### src/sv/wss_pkg.sv
package wss_pkg;

  localparam int unsigned BYTE_W       = 8;
  localparam int unsigned OFF_W        = 32;
  localparam int unsigned NLEN_W       = 5;
  localparam int unsigned NEEDLE_BYTES = 16;
  localparam int unsigned NIDX_W       = 4;
  localparam int unsigned CFG_W        = 64;
  localparam int unsigned CFG_IDX_W    = 3;

  localparam logic [CFG_IDX_W-1:0] CFG_NEEDLE_LOW      = 3'd0;
  localparam logic [CFG_IDX_W-1:0] CFG_NEEDLE_HIGH     = 3'd1;
  localparam logic [CFG_IDX_W-1:0] CFG_NEEDLE_LENGTH   = 3'd2;
  localparam logic [CFG_IDX_W-1:0] CFG_CASE_SENSITIVE  = 3'd3;
  localparam logic [CFG_IDX_W-1:0] CFG_SEARCH_BACKWARD = 3'd4;
  localparam logic [CFG_IDX_W-1:0] CFG_START_OFFSET    = 3'd5;

  // One step of the stream as handed from the window to the match tracker.
  typedef struct packed {
    logic             valid;
    logic             hit;
    logic             eof;
    logic [OFF_W-1:0] start;
    logic [OFF_W-1:0] stop;
  } wss_step_t;

  typedef struct packed {
    logic             vld;
    logic [OFF_W-1:0] off;
  } wss_match_t;

  function automatic logic [BYTE_W-1:0] fold_byte(input logic [BYTE_W-1:0] b,
                                                  input logic case_sens);
    logic [BYTE_W-1:0] r;
    r = b;
    if (!case_sens && (b inside {[8'h41:8'h5A]})) begin
      r = b + 8'h20;
    end
    return r;
  endfunction

endpackage

### src/sv/wss_in_if.sv
interface wss_in_if import wss_pkg::*; ();
  logic              valid;
  logic              ready;
  logic [BYTE_W-1:0] data_byte;
  logic              byte_valid;
  logic              end_of_file;

  modport source (output valid, data_byte, byte_valid, end_of_file, input ready);
  modport sink (input valid, data_byte, byte_valid, end_of_file, output ready);
endinterface

### src/sv/wss_out_if.sv
interface wss_out_if import wss_pkg::*; ();
  logic             valid;
  logic             ready;
  logic             found;
  logic [OFF_W-1:0] match_offset;
  logic             wrapped;

  modport source (output valid, found, match_offset, wrapped, input ready);
  modport sink (input valid, found, match_offset, wrapped, output ready);
endinterface

### src/sv/wrapping_substring_search.sv
// Streaming substring search with wrap-around.
// The input channel carries one file byte per transaction from offset zero
// upward; byte_valid low marks an empty item, end_of_file marks the last
// item of a file. After that item one result transaction appears on the
// output channel: found, the start offset of the reported match, and
// whether it came from the wrapped range. State is then cleared for the
// next file. Needle, length, case folding, direction and start offset are
// written through the configuration port between transactions.
// One input transaction is taken every cycle while ready is high. A byte
// shifts into a row of MAX_NEEDLE window cells, each comparing its byte
// with the needle in the same cycle; the hit is registered and the match
// tracker then commits it, and an end-of-file step loads the output
// register. The output register holds a result until it is taken; while
// it waits, input is still accepted until a second end-of-file
// transaction reaches the tracker, which then holds ready low.
// Reset clears the window, the byte count, the match registers and the
// configuration (case_sensitive resets to one, all else to zero).
module wrapping_substring_search import wss_pkg::*; #(
  parameter int unsigned MAX_NEEDLE = 16
) (
  input  logic                 clk_i,
  input  logic                 rst_ni,
  input  logic                 cfg_we_i,
  input  logic [CFG_IDX_W-1:0] cfg_idx_i,
  input  logic [CFG_W-1:0]     cfg_data_i,
  wss_in_if.sink               in_s,
  wss_out_if.source            out_s
);

  localparam logic [NLEN_W-1:0] MaxLen = NLEN_W'(MAX_NEEDLE);

  logic [CFG_W-1:0]  needle_low_q, needle_high_q;
  logic [NLEN_W-1:0] needle_length_q;
  logic              case_sensitive_q, search_backward_q;
  logic [OFF_W-1:0]  start_offset_q;

  logic [OFF_W-1:0]  pos_q, pos_d, pos_new;
  logic [NLEN_W-1:0] eff_len;
  logic              accept, take, clear, stall, hit;
  logic [BYTE_W-1:0] folded;
  logic [2*CFG_W-1:0] needle_all;
  wss_step_t         s1_q, s1_d;

  logic [BYTE_W-1:0]     cell_in  [MAX_NEEDLE];
  logic [BYTE_W-1:0]     cell_out [MAX_NEEDLE];
  logic [BYTE_W-1:0]     cell_ndl [MAX_NEEDLE];
  logic [MAX_NEEDLE-1:0] cell_act, cell_match;

  always_ff @(posedge clk_i or negedge rst_ni) begin
    if (!rst_ni) begin
      needle_low_q      <= '0;
      needle_high_q     <= '0;
      needle_length_q   <= '0;
      case_sensitive_q  <= 1'b1;
      search_backward_q <= 1'b0;
      start_offset_q    <= '0;
    end else if (cfg_we_i) begin
      case (cfg_idx_i)
        CFG_NEEDLE_LOW:      needle_low_q      <= cfg_data_i;
        CFG_NEEDLE_HIGH:     needle_high_q     <= cfg_data_i;
        CFG_NEEDLE_LENGTH:   needle_length_q   <= cfg_data_i[NLEN_W-1:0];
        CFG_CASE_SENSITIVE:  case_sensitive_q  <= cfg_data_i[0];
        CFG_SEARCH_BACKWARD: search_backward_q <= cfg_data_i[0];
        CFG_START_OFFSET:    start_offset_q    <= cfg_data_i[OFF_W-1:0];
        default: ;
      endcase
    end
  end

  assign eff_len    = (needle_length_q > MaxLen) ? MaxLen : needle_length_q;
  assign needle_all = {needle_high_q, needle_low_q};

  assign in_s.ready = !stall;
  assign accept     = in_s.valid && !stall;
  // The byte count saturates; bytes beyond it are dropped.
  assign take       = accept && in_s.byte_valid && (pos_q != '1);
  assign clear      = accept && in_s.end_of_file;
  assign pos_new    = pos_q + OFF_W'(1);
  assign folded     = fold_byte(in_s.data_byte, case_sensitive_q);

  for (genvar j = 0; j < MAX_NEEDLE; j++) begin : g_cell
    logic [NLEN_W-1:0] rel;
    logic [NIDX_W-1:0] nidx;

    // Window cell j holds the byte that the needle byte at eff_len-1-j must match.
    assign rel         = eff_len - NLEN_W'(j) - NLEN_W'(1);
    assign nidx        = rel[NIDX_W-1:0];
    assign cell_act[j] = NLEN_W'(j) < eff_len;
    assign cell_ndl[j] = fold_byte(needle_all[nidx*BYTE_W +: BYTE_W], case_sensitive_q);

    if (j == 0) begin : g_head
      assign cell_in[j] = folded;
    end else begin : g_body
      assign cell_in[j] = cell_out[j-1];
    end

    wss_cell u_cell (
      .clk_i    (clk_i),
      .rst_ni   (rst_ni),
      .shift_i  (take),
      .clear_i  (clear),
      .active_i (cell_act[j]),
      .byte_i   (cell_in[j]),
      .needle_i (cell_ndl[j]),
      .byte_o   (cell_out[j]),
      .match_o  (cell_match[j])
    );
  end

  assign hit = take && (eff_len != '0) && (pos_new >= OFF_W'(eff_len)) && (&cell_match);

  always_comb begin
    pos_d = pos_q;
    if (clear) begin
      pos_d = '0;
    end else if (take) begin
      pos_d = pos_new;
    end
  end

  always_comb begin
    s1_d       = s1_q;
    s1_d.valid = accept;
    if (accept) begin
      s1_d.hit   = hit;
      s1_d.eof   = in_s.end_of_file;
      s1_d.start = pos_new - OFF_W'(eff_len);
      s1_d.stop  = pos_new;
    end
  end

  always_ff @(posedge clk_i or negedge rst_ni) begin
    if (!rst_ni) begin
      pos_q <= '0;
      s1_q  <= '0;
    end else if (!stall) begin
      pos_q <= pos_d;
      s1_q  <= s1_d;
    end
  end

  wss_tracker u_tracker (
    .clk_i             (clk_i),
    .rst_ni            (rst_ni),
    .step_i            (s1_q),
    .start_offset_i    (start_offset_q),
    .search_backward_i (search_backward_q),
    .stall_o           (stall),
    .out_s             (out_s)
  );

endmodule

### src/sv/wss_cell.sv
module wss_cell import wss_pkg::*; (
  input  logic              clk_i,
  input  logic              rst_ni,
  input  logic              shift_i,
  input  logic              clear_i,
  input  logic              active_i,
  input  logic [BYTE_W-1:0] byte_i,
  input  logic [BYTE_W-1:0] needle_i,
  output logic [BYTE_W-1:0] byte_o,
  output logic              match_o
);

  logic [BYTE_W-1:0] byte_q, byte_d;

  // The compare looks at the byte entering this cell, i.e. the window after the shift.
  assign match_o = !active_i || (byte_i == needle_i);
  assign byte_o  = byte_q;

  always_comb begin
    byte_d = byte_q;
    if (clear_i) begin
      byte_d = '0;
    end else if (shift_i) begin
      byte_d = byte_i;
    end
  end

  always_ff @(posedge clk_i or negedge rst_ni) begin
    if (!rst_ni) begin
      byte_q <= '0;
    end else begin
      byte_q <= byte_d;
    end
  end

endmodule

### src/sv/wss_tracker.sv
module wss_tracker import wss_pkg::*; (
  input  logic             clk_i,
  input  logic             rst_ni,
  input  wss_step_t        step_i,
  input  logic [OFF_W-1:0] start_offset_i,
  input  logic             search_backward_i,
  output logic             stall_o,
  wss_out_if.source        out_s
);

  wss_match_t ffs_q, ffs_d;  // first from start
  wss_match_t fbs_q, fbs_d;  // first before start
  wss_match_t lbs_q, lbs_d;  // last before start
  wss_match_t lfs_q, lfs_d;  // last from start
  wss_match_t pri, sec;

  logic             out_valid_q, out_valid_d;
  logic             found_q, found_d;
  logic [OFF_W-1:0] offset_q, offset_d;
  logic             wrapped_q, wrapped_d;
  logic             commit, in_from, in_before;

  // An end-of-file step may only retire when the output register is free or is being read out by the sink.
  assign stall_o = step_i.valid && step_i.eof && out_valid_q && !out_s.ready;
  assign commit  = step_i.valid && !stall_o;

  assign in_from   = step_i.hit && (step_i.start >= start_offset_i);
  assign in_before = step_i.hit && (step_i.stop <= start_offset_i);

  always_comb begin
    ffs_d = ffs_q;
    fbs_d = fbs_q;
    lbs_d = lbs_q;
    lfs_d = lfs_q;
    if (commit && in_from) begin
      if (!ffs_q.vld) begin
        ffs_d = '{vld: 1'b1, off: step_i.start};
      end
      lfs_d = '{vld: 1'b1, off: step_i.start};
    end
    if (commit && in_before) begin
      if (!fbs_q.vld) begin
        fbs_d = '{vld: 1'b1, off: step_i.start};
      end
      lbs_d = '{vld: 1'b1, off: step_i.start};
    end

    if (search_backward_i) begin
      pri = lbs_d;
      sec = lfs_d;
    end else begin
      pri = ffs_d;
      sec = fbs_d;
    end

    out_valid_d = out_valid_q && !out_s.ready;
    found_d     = found_q;
    offset_d    = offset_q;
    wrapped_d   = wrapped_q;
    if (commit && step_i.eof) begin
      out_valid_d = 1'b1;
      if (pri.vld) begin
        found_d   = 1'b1;
        offset_d  = pri.off;
        wrapped_d = 1'b0;
      end else if (sec.vld) begin
        found_d   = 1'b1;
        offset_d  = sec.off;
        wrapped_d = 1'b1;
      end else begin
        found_d   = 1'b0;
        offset_d  = '0;
        wrapped_d = 1'b0;
      end
      ffs_d = '0;
      fbs_d = '0;
      lbs_d = '0;
      lfs_d = '0;
    end
  end

  always_ff @(posedge clk_i or negedge rst_ni) begin
    if (!rst_ni) begin
      ffs_q       <= '0;
      fbs_q       <= '0;
      lbs_q       <= '0;
      lfs_q       <= '0;
      out_valid_q <= 1'b0;
    end else begin
      ffs_q       <= ffs_d;
      fbs_q       <= fbs_d;
      lbs_q       <= lbs_d;
      lfs_q       <= lfs_d;
      out_valid_q <= out_valid_d;
    end
  end

  always_ff @(posedge clk_i) begin
    found_q   <= found_d;
    offset_q  <= offset_d;
    wrapped_q <= wrapped_d;
  end

  assign out_s.valid        = out_valid_q;
  assign out_s.found        = found_q;
  assign out_s.match_offset = offset_q;
  assign out_s.wrapped      = wrapped_q;

endmodule
### src/flat_wrapper.sv
// flat-port wrapper written by rule: the top's interface ports become plain ports
module wrapping_substring_search_flat import wss_pkg::*;
#(
  parameter int unsigned MAX_NEEDLE = 16
)
  (clk_i, rst_ni, cfg_we_i, cfg_idx_i, cfg_data_i, in_s_valid, in_s_data_byte, in_s_byte_valid, in_s_end_of_file, in_s_ready, out_s_valid, out_s_found, out_s_match_offset, out_s_wrapped, out_s_ready);
  wss_in_if in_s_i ();
  wss_out_if out_s_i ();
  input  logic clk_i;
  input  logic rst_ni;
  input  logic cfg_we_i;
  input  logic [CFG_IDX_W-1:0] cfg_idx_i;
  input  logic [CFG_W-1:0] cfg_data_i;
  input wire logic [$bits(in_s_i.valid)-1:0] in_s_valid;
  input wire logic [$bits(in_s_i.data_byte)-1:0] in_s_data_byte;
  input wire logic [$bits(in_s_i.byte_valid)-1:0] in_s_byte_valid;
  input wire logic [$bits(in_s_i.end_of_file)-1:0] in_s_end_of_file;
  output wire logic [$bits(in_s_i.ready)-1:0] in_s_ready;
  output wire logic [$bits(out_s_i.valid)-1:0] out_s_valid;
  output wire logic [$bits(out_s_i.found)-1:0] out_s_found;
  output wire logic [$bits(out_s_i.match_offset)-1:0] out_s_match_offset;
  output wire logic [$bits(out_s_i.wrapped)-1:0] out_s_wrapped;
  input wire logic [$bits(out_s_i.ready)-1:0] out_s_ready;
  assign in_s_i.valid = in_s_valid;
  assign in_s_i.data_byte = in_s_data_byte;
  assign in_s_i.byte_valid = in_s_byte_valid;
  assign in_s_i.end_of_file = in_s_end_of_file;
  assign in_s_ready = in_s_i.ready;
  assign out_s_valid = out_s_i.valid;
  assign out_s_found = out_s_i.found;
  assign out_s_match_offset = out_s_i.match_offset;
  assign out_s_wrapped = out_s_i.wrapped;
  assign out_s_i.ready = out_s_ready;
  wrapping_substring_search #(.MAX_NEEDLE(MAX_NEEDLE)) u_core (.clk_i(clk_i), .rst_ni(rst_ni), .cfg_we_i(cfg_we_i), .cfg_idx_i(cfg_idx_i), .cfg_data_i(cfg_data_i), .in_s(in_s_i), .out_s(out_s_i));
endmodule
### config.mk
export PLATFORM = sky130hd
export DESIGN_NAME = wrapping_substring_search_flat
export DESIGN_NICKNAME = d
export VERILOG_FILES = /design/src/sv/wss_pkg.sv /design/src/sv/wss_in_if.sv /design/src/sv/wss_out_if.sv /design/src/sv/wrapping_substring_search.sv /design/src/sv/wss_cell.sv /design/src/sv/wss_tracker.sv /design/src/flat_wrapper.sv
export SDC_FILE = /design/constraint.sdc
export NUM_CORES = 1
export LEC_CHECK = 0
export BUFFER_PORTS_ARGS = -buffer_cell sky130_fd_sc_hd__clkbuf_2
export CELL_PAD_IN_SITES_DETAIL_PLACEMENT = 1
export CELL_PAD_IN_SITES_GLOBAL_PLACEMENT = 1
export CORE_MARGIN = 2
export CORE_UTILIZATION = 46
export CTS_CLUSTER_DIAMETER = 200
export DETAILED_ROUTE_END_ITERATION = 12
export PLACE_DENSITY_LB_ADDON = 0.08
export SLEW_MARGIN = 20
export SYNTH_ARGS = -nofsm -noshare
export SYNTH_HDL_FRONTEND = slang
export SYNTH_SLANG_ARGS = --single-unit
### constraint.sdc
create_clock -name clk_i -period 4.8 [get_ports clk_i]
set_input_delay 0.72 -clock clk_i [delete_from_list [all_inputs] [get_ports clk_i]]
set_output_delay 0.72 -clock clk_i [all_outputs]
set_load 0.01 [all_outputs]
; ---- After elaboration in Yosys (flattened, before gate mapping)
; Index checks and enable logic that the tools add are counted.
[word_totals]
out_inout_bits = 36
register_bits = 553
[classes]
n_bitwise = 1
n_reduce_logical = 98
n_eq_ne = 22
mux = 66
magnitude_cmp = 54
shifts = 16
addsub = 49
[ops]
columns = operator, count
row1 = indexed part select 128 x 8 -> 8 bit, 16
row2 = two-way mux 8 bit, 47
row3 = two-way mux 33 bit, 10
row4 = two-way mux 32 bit, 6
row5 = "adder 8 x 6 -> 8 bit, second input constant", 17
row6 = "greater-or-equal comparator 8 x 7 -> 1 bit, second input constant", 17
row7 = "<= comparator 8 x 7 -> 1 bit, second input constant", 17
row8 = equality test 8 bit, 16
row9 = "subtractor 4 x 1 -> 4 bit, second input constant", 16
row10 = logical AND 1 bit, 51
row11 = "< comparator 4 x 5 -> 1 bit, first input constant", 8
row12 = "adder 32 x 1 -> 32 bit, second input constant", 1
row13 = greater-or-equal comparator 32 bit, 1
row14 = greater-or-equal comparator 32 x 5 -> 1 bit, 1
row15 = <= comparator 32 bit, 1
row16 = "!= test 32 bit, second input constant", 1
row17 = subtractor 32 x 5 -> 32 bit, 1
row18 = "subtractor 4 bit, second input constant", 8
row19 = "< comparator 3 x 5 -> 1 bit, first input constant", 4
row20 = logical NOT 1 bit, 19
row21 = logical OR 1 bit, 16
row22 = AND reduction 16 bit, 1
row23 = AND reduction 2 bit, 8
row24 = "subtractor 4 x 3 -> 4 bit, second input constant", 4
row25 = other kinds (13), 19

; ---- Depth between registers and ports, before layout
; Gate-level depths: netlist of run 1.
[depth]
ltp_word = 13
ltp_mapped = 25
ltp_nobuf = 19

; ---- Modules after synthesis
; Synthesis of run 1 repeated with hierarchy kept, for this count alone.
[hier_totals]
cells_unflattened = 3227
area_unflattened_um2 = 35200.0
[modules_own_cells]
columns = module, n_inst, area_each_um2, cells_each
row1 = wrapping_substring_search, 1, 19580.0, 1718
row2 = wss_tracker, 1, 9013.6, 917
row3 = wss_cell, 16, 412.9, 37

; ---- Least setup slack after synthesis of run 1
; Ideal clock, no wire load.
[synth_timing]
kind = register to register
from = register u_core.needle_length_q[0]
to = register u_core.s1_q[65] in the netlist's numbering
arrival_ns = 5.274
n_path_buf = 9
stages_incl_launch_ff = 26
required_time_ns = 4.697
setup_slack_ns = -0.578
cell_sequence = dfrtp_1 -> nor2b_1 -> buf_6 -> inv_4 -> buf_6 -> buf_6 -> buf_6 -> buf_4 -> buf_1 -> ha_1 -> buf_2 -> buf_1 -> buf_2 -> mux2i_1 -> mux2i_1 -> mux4_2 -> ha_1 -> nand3_1 -> o2111ai_1 -> o41ai_1 -> o2111ai_1 -> a31oi_1 -> o311ai_1 -> and4bb_1 -> nand4b_1 -> o41ai_2
[synth_via]
elab_chain_len = 13
word_cells_on_any_way = 214
cone_classes = 46 x add/sub / 50 x order compare / 16 x eq/ne / 16 x shift / 17 x mux / 69 x reduce/logical
[synth_lines]
columns = element, line_no
row1 = start: declaration, wrapping_substring_search.sv:33  ; logic [NLEN_W-1:0] needle_length_q;
row2 = start signal: assignment, wrapping_substring_search.sv:61  ; CFG_NEEDLE_LENGTH: needle_length_q <= cfg_data_i[NLEN_W-1:0];
row3 = > comparator 5 bit, wrapping_substring_search.sv:70  ; assign eff_len = (needle_length_q > MaxLen) ? MaxLen : needle_length_q;
row4 = two-way mux 5 bit *, wrapping_substring_search.sv:70
row5 = "subtractor 4 bit, or another cell as far along", wrapping_substring_search.sv:86  ; assign rel = eff_len - NLEN_W'(j) - NLEN_W'(1);
row6 = subtractor 4 x 1 -> 4 bit, wrapping_substring_search.sv:86
row7 = indexed part select 128 x 8 -> 8 bit, wrapping_substring_search.sv:89  ; assign cell_ndl[j] = fold_byte(needle_all[nidx*BYTE_W +: BYTE_W], case_sensitive_q);
row8 = greater-or-equal comparator 8 x 7 -> 1 bit / <= comparator 8 x 7 -> 1 bit (equally long branches), wss_pkg.sv:36  ; if (!case_sens && (b inside {[8'h41:8'h5A]})) begin
row9 = logical AND 1 bit (2 in a row), wss_pkg.sv:36
row10 = two-way mux 8 bit, wss_pkg.sv:36
row11 = equality test 8 bit, wss_cell.sv:16  ; assign match_o = !active_i || (byte_i == needle_i);
row12 = logical OR 1 bit, wss_cell.sv:16
row13 = AND reduction 16 bit, wrapping_substring_search.sv:110  ; assign hit = take && (eff_len != '0) && (pos_new >= OFF_W'(eff_len)) && (&cell_match);
row14 = logical AND 1 bit *, wrapping_substring_search.sv:110
row15 = end signal: assignment, wrapping_substring_search.sv:135  ; s1_q <= '0;
row16 = end signal: assignment, wrapping_substring_search.sv:138  ; s1_q <= s1_d;
row17 = end: declaration, wrapping_substring_search.sv:42  ; wss_step_t s1_q, s1_d;
; Every way passes the cells marked *; elsewhere a longest branch is shown, timed or not.
; A chain may end at the register's enable or synchronous reset.

; ---- Final worst setup path of run 1
[layout_timing]
from = register u_core.needle_length_q[4]
to = register u_core.s1_q[65] in the netlist's numbering
; The elaborated chain is that of the path after synthesis.

==> results of run 1 <==
power groups by stage:
stage | logic (mW) | registers [mW] | clock network (mW)
floorplan | 8.05 | 5.66 | 0
global placement | 13.2 | 6.05 | 0
detailed placement | 13.5 | 6.07 | 0
CTS | 13.7 | 5.99 | 5.39
global route | 14.9 | 6.07 | 5.58
finish | 14.2 | 6.07 | 5.33
flip-flops by register name, indices dropped and copies added (netlist names), 5 cells and up:
signal	cells
u_core.needle_low_q	64
u_core.u_tracker.fbs_q	33
u_core.needle_length_q	5
u_core.u_tracker.lbs_q	33
u_core.s1_q	67
u_core.start_offset_q	32
u_core.needle_high_q	64
u_core.pos_q	32
u_core.g_cell.u_cell.byte_o	120
u_core.u_tracker.ffs_q	33
u_core.u_tracker.out_s.match_offset	32
u_core.u_tracker.lfs_q	33
cell usage in the layout (no fill, tap or decap), types with 99 or more instances in the layout:
cell and n:
clkbuf_2 116, o21ai_0 135, nand2_1 434, mux4_2 114
nor2_1 184, mux2_2 195, xor2_1 99, a22o_1 122
a21oi_1 168, buf_4 276, dfrtp_1 516, mux2i_1 337
per-layer routing:
layer  up-vias  global-route usage (%)  part of all wire (%)
met1     17530                   49.20                    38
met2      1623                   64.81                    46
met3       475                   6.087                   7.2
li1      14170                       -                     -
met4         2                   27.14                   8.4
met5         -                       0                0.0077
per-stage QoR:
step	hold WS (ps)	setup TNS [ps]	utilization, %
global placement	467.3	-301.0	50.80
CTS	153.7	0	53.85
detailed placement	480.4	-313.7	50.80
global route	161.4	-115.1	54.20
finish	88.72	0	54.20
floorplan	424.4	-1.706	-
logic make-up (layout without fill, tap and decap cells):
group	after synthesis	count (layout)
AO/OA/AOI/OAI	854	854
XOR/XNOR	203	203
adder cells (fa/ha/maj)	97	97
buffers and inverters	351	634
flip-flops	553	553
multiplexers	671	671
AND/OR/NAND/NOR	947	947
worst max-delay path by stage:
stage | endpoint | slack [ps] | cells after the start
final | u_core.s1_q[65]$_DFFE_PN0P_ | 20 | 18
after global routing | u_core.s1_q[65]$_DFFE_PN0P_ | -120 | 19
after CTS | u_core.s1_q[65]$_DFFE_PN0P_ | 50 | 18
after detailed placement | u_core.s1_q[65]$_DFFE_PN0P_ | -310 | 16
after global placement | u_core.s1_q[65]$_DFFE_PN0P_ | -300 | 16
after floorplan | u_core.s1_q[65]$_DFFE_PN0P_ | -2 | 22
cell usage after synthesis (11+ instances only):
library cell / count
dfrtp_1: 518
nand2_1: 435
mux2i_1: 356
mux2_2: 197
nor2_1: 189
clkbuf_1: 176
a21oi_1: 170
o21ai_0: 137
a22o_1: 122
mux4_2: 114
xnor2_1: 100
xor2_1: 100
ha_1: 96
inv_1: 74
buf_2: 55
nand3_1: 55
nor3_1: 49
a21o_1: 44
a22oi_1: 42
o22ai_1: 40
nand4_1: 38
o211ai_1: 35
edfxtp_1: 34
nor2b_1: 34
a222oi_1: 33
o32ai_1: 33
a211oi_1: 31
and3_1: 27
o22a_1: 25
a2bb2oi_1: 24
nand2b_1: 24
a31oi_1: 19
buf_4: 19
buf_1: 13
nor3b_1: 12
nor4_1: 12
o31ai_1: 12
and2_1: 11
o21ai_1: 11
or3_1: 11
critical path: stages, from the launching register on:
cell	delay, ps
dfrtp_1	450
nor2b_4	220
inv_8	60
ha_4	250
nor2_8	140
buf_12	240
mux2i_1	190
mux4_2	540
mux2i_2	440
xnor2_1	180
o2111ai_1	120
o41ai_1	390
buf_4	180
o2111ai_1	160
a31oi_2	290
o311ai_1	140
and4bb_1	260
nand4b_1	120
o41ai_2	290
repair_timing:
| item | in CTS | in global routing |
|---|---|---|
| buffers inserted | 3 | 9 |
| endpoints found under the setup margin | 1 | 5 |
| cloned | 1 | 1 |
| hold buffers | 0 | 0 |
| resized for setup | 15 | 37 |
| pin swaps | 0 | 2 |
area by class of cell:
| cell class | instances | area (um2) |
|---|---|---|
| fillers | 8764 | 36890 |
| multi-input cells | 2772 | 22290 |
| flip-flops and latches | 553 | 14010 |
| repair buffers | 430 | 3396 |
| clock buffers | 91 | 1907 |
| well taps | 1060 | 1326 |
| clock inverters | 33 | 409.1 |
| inverters | 80 | 314.1 |
==> metrics.cfg, run 1 <==
[synthesis]
yosys.area_share.simple_pct = 11.78
synth_xor_xnor_area_share_pct = 4.865
synthArstFlopShare_pct = 93.85
syn_nets = 3855
ys_warn_count = 0
synth_compound_gate_area_share_pct = 16.05
netlist.top_cell.by_area = dfrtp_1
synth-seq-cells = 553
synth-seq-area-share_pct = 37.46
muxShareOfSynthArea_pct = 22.51
synth_cell_types = 105
synth_area_leaders = dfrtp_1 (35%), mux2i_1 (9.5%), mux4_2 (6.9%)
syn_area_um2 = 37400
synth_fa_ha_area_share_pct = 3.265
syn_inst = 3676
avgSynthCellArea_um2 = 10.17
ys.flop_type = dfrtp_1
synth_top_family_by_area = multiplexers
synth_edf_count = 34
synth.top_cell.area_share_pct = 34.66

[detailed_routing]
routed_via_density = 6.734
antenna_left = 0
wl_per_cell_um = 33.49
wirelength_mm = 168.1
vias = 33800
drc = 0
first_pass_iters = 9
drt_iter0_drc = 3166

[timing]
drv_slew = 0
fmax_mhz = 209.2
setup_slack_ps = 20.87
relSlewSlack_pct = 27.30
worst_pin_slew_ps = 1086
rsz0062_at_grt = true
hold_viol = 0
fin_worst_skew_ps = 28.22
fin_crit_sh_pct = 99.57
period_needed_ps = 4779
setup_viol = 0

[outcome]
status = completed

[critical_path]
startpoint = u_core.needle_length_q[4]$_DFFE_PN0P_
worstPathArrival_ps = 5320
critPathKind = reg -> reg
worstPathRequired_ps = 5340
reg2reg_to = u_core.s1_q[65]$_DFFE_PN0P_
r2r-start = u_core.needle_length_q[4]$_DFFE_PN0P_
crit_path_max_fanout = 21
worst_r2r_path_depth = 18
reg2reg_slack_ps = 20
startpoint_type = flop
end_kind = flop

[placed_design]
place.port_buffers = 117
post-dp-hpwl_mm = 126.0
pre_cts_ws_ps = -313.7
dp.cells = 4881
place_area_um2 = 40910
gp_congestion = 1.075

[power]
power_frac_clock_pct = 20.8
p_int_mw = 14.07
finalPower_mw = 25.64
p_sw_mw = 11.57
power_density_nw_per_um2 = 587.2
p_sw_share_pct = 45.12
cellLeakagePower_nw = 19.23
comb_power_share_pct = 55.5
vdd_drop_max_v = 0.0002810
p_seq_share_pct = 23.7

[clock_network]
cts_tree = yes
htree_num_levels = 3
clock_sinks = 553
clk_pin_slew_ps = 70
cts_root_buf = clkbuf_16
clock_latency_ps = 640
clock_path_buffers = 3
cts_buffers = 67

[floorplan]
core_um2 = 80550
rows = 104
die_y_um = 289.1
die_w_um = 289.1
die_area_um2 = 83600
pin_count = 118
start_util_pct = 46.43

[job]
drv_cap = 0

[worst_hold_path]
min_path_type = in -> async

[final_layout]
fin_nets = 4083
syn_to_final_growth_pct = 16.74
layout-drive-gt1-share_pct = 23.97
antenna_cells = 0
fin_cells = 5019
stdcell_area_um2 = 43660

[global_route]
antenna_found_initial = 8
track_usage_pct = 39.91
grt_max_degree = 167
grt_pass1_wl_mm = 243.3
grt.overflow.total = 0
first_global_vias = 35090

Note: power is estimated with default switching activity, not from simulation.
==> run 2, diff against run 1 <==
--- a/config.mk
+++ b/config.mk
@@ -13,6 +13,7 @@
 export CTS_CLUSTER_DIAMETER = 200
 export DETAILED_ROUTE_END_ITERATION = 12
 export PLACE_DENSITY_LB_ADDON = 0.08
+export REMOVE_ABC_BUFFERS = 1
 export SLEW_MARGIN = 20
 export SYNTH_ARGS = -nofsm -noshare
 export SYNTH_HDL_FRONTEND = slang
==> run 2 against run 1 <==
Compared with the run above:
- hold slack improved by 51 ps
- wire length decreased by 4.5%
- clock power decreased by 6.2%
- first-iteration DRC count decreased by 4.4%
- via count increased by 0.44%
- largest power group unchanged
- highest routed layer unchanged
==> metrics.cfg, run 2 (synthesis results as in run 1) <==
[outcome]
status = completed

[final_layout]
largest_register_ffs = 120
layout-drive-gt1-share_pct = 26.14
multiInputGateArea_um2 = 22330
mostFrequentLayoutCells = dfrtp_1 (516), nand2_1 (434), buf_4 (398)
fin_nets = 4202
syn_to_final_growth_pct = 18.74
final_common_cell = dfrtp_1
stdcell_area_um2 = 44400
seq_area_um2 = 14010
fill_cells = 8707

[critical_path]
reg2reg_to = u_core.s1_q[65]$_DFFE_PN0P_
cp_top_family = compound AO/OA/AOI/OAI gates
slowest_delay_ps = 520
end_kind = flop
critPathMostFrequentCell = buf_4
critPathKind = reg -> reg
reg2reg_slack_ps = 120
startpoint_type = flop
r2r-start = u_core.needle_length_q[4]$_DFFE_PN0P_
worstPathRequired_ps = 5350
crit_chain = buf_6 -> nand2b_4 -> buf_4 -> ha_2 -> a21oi_4 -> buf_4 -> mux2i_4 -> buf_6 -> mux4_2 -> mux2i_2 -> buf_4 -> ha_1 -> xnor2_1 -> xnor2_1 -> o41a_1 -> o31ai_4 -> o2111ai_4 -> o41ai_2
crit_path_top_delay_cell = mux4_2
path_buf_inv = 5
crit_path_max_fanout = 8
worstPathArrival_ps = 5230
worst_r2r_path_depth = 18

[global_route]
grt_pass1_wl_mm = 235.6
met3_usage_pct = 7.260
use_met2_pct = 57.57
first_global_vias = 34930
grt.overflow.total = 0
antenna_found_initial = 7
grt_use_met1_pct = 53.89
track_usage_pct = 37.96
busiest_layer = met2
grt_max_degree = 108

[power]
power_frac_clock_pct = 19.6
finalPower_mw = 25.52
p_int_mw = 14.33
comb_power_share_pct = 57.4
p_sw_share_pct = 43.84
power_density_nw_per_um2 = 574.8
vdd_drop_max_v = 0.0003694
p_seq_share_pct = 23.0
p_sw_mw = 11.19
cellLeakagePower_nw = 19.74

[worst_hold_path]
min_path_type = in -> async

[placed_design]
post-dp-hpwl_mm = 121.1
place_area_um2 = 41730
place.port_buffers = 117
gp_congestion = 1.017

[timing]
hold_viol = 0
setup_viol = 0
worst_pin_slew_ps = 1149
fin_crit_sh_pct = 97.52
fmax_mhz = 213.6
fin_worst_skew_ps = 35.97
drv_slew = 0
relSlewSlack_pct = 23.07
period_needed_ps = 4681

[detailed_routing]
drt_iter0_drc = 3027
vias = 33950
antenna_left = 0
wl_per_cell_um = 31.29
first_pass_iters = 7
wirelength_mm = 160.6
routed_via_density = 6.612
drc = 0

[clock_network]
htree_num_levels = 2
clock_sinks = 553
cts_root_buf = clkbuf_16
cts_tree = yes
cts_buffers = 60
clock_path_buffers = 3
clk_pin_slew_ps = 60
clock_latency_ps = 680

[floorplan]
core_um2 = 80550
die_w_um = 289.1
die_area_um2 = 83600
start_util_pct = 46.43
pin_count = 118
die_y_um = 289.1
rows = 104

[job]
drv_cap = 0

run 2: how the worst max path moves through the flow:
stage | from | endpoint | slack (ps) | depth (start not counted)
2_1_floorplan | u_core.needle_length_q[4]$_DFFE_PN0P_ | u_core.s1_q[65]$_DFFE_PN0P_ | -9180 | 15
3_3_place_gp | u_core.needle_length_q[4]$_DFFE_PN0P_ | u_core.s1_q[65]$_DFFE_PN0P_ | -120 | 17
3_5_place_dp | u_core.needle_length_q[4]$_DFFE_PN0P_ | u_core.s1_q[65]$_DFFE_PN0P_ | -180 | 17
4_1_cts | u_core.needle_length_q[1]$_DFFE_PN0P_ | u_core.s1_q[65]$_DFFE_PN0P_ | 6 | 19
5_1_grt | u_core.needle_length_q[4]$_DFFE_PN0P_ | u_core.s1_q[65]$_DFFE_PN0P_ | -70 | 17
6_report | u_core.needle_length_q[4]$_DFFE_PN0P_ | u_core.s1_q[65]$_DFFE_PN0P_ | 120 | 18
run 2: layout make-up:
type                       instances  area share [%]
antenna                            4         0.02254
clock buffer                      81           3.762
clock inverter                    28          0.9609
inverter                          80          0.6819
multi-input combinational       2772           50.28
sequential                       553           31.56
tap                             1060           2.987
timing repair buffer             556           9.741
run 2: power groups by stage:
stage	logic (mW)	clock network (mW)	registers, mW
finish	14.6	5.00	5.88
global route	15.4	5.22	5.91
CTS	13.8	5.05	5.83
detailed placement	13.7	0	5.91
global placement	13.3	0	5.88
floorplan	7.73	0	5.80
run 2: metal layers:
| metal | vias to the layer above | share of wire [%] |
|---|---|---|
| li1 | 14390 | - |
| met1 | 17750 | 44 |
| met2 | 1481 | 44 |
| met3 | 313 | 8.0 |
| met4 | 6 | 4.2 |
| met5 | - | 0.026 |
run 2: per-stage QoR:
stage                     cells  util (%)  hold slack (ps)  worst slack, ps   TNS, ps
final                      5134     55.13            140.2            119.2         0
after floorplan            3405         -            424.4            -9176  -1225140
after CTS                  5109     54.48            166.6            6.143         0
after global routing       5131     55.12            201.1           -72.97    -72.97
after detailed placement   5000     51.81            481.0           -181.9    -181.9
after global placement     5000     51.81            468.5           -118.8    -118.8
run 2: timing repair:
item	CTS	global route
gates resized for setup	8	63
hold buffers	0	0
pin swaps	0	18
endpoints found under the setup margin	1	1
setup buffers	0	19
cloned	0	2
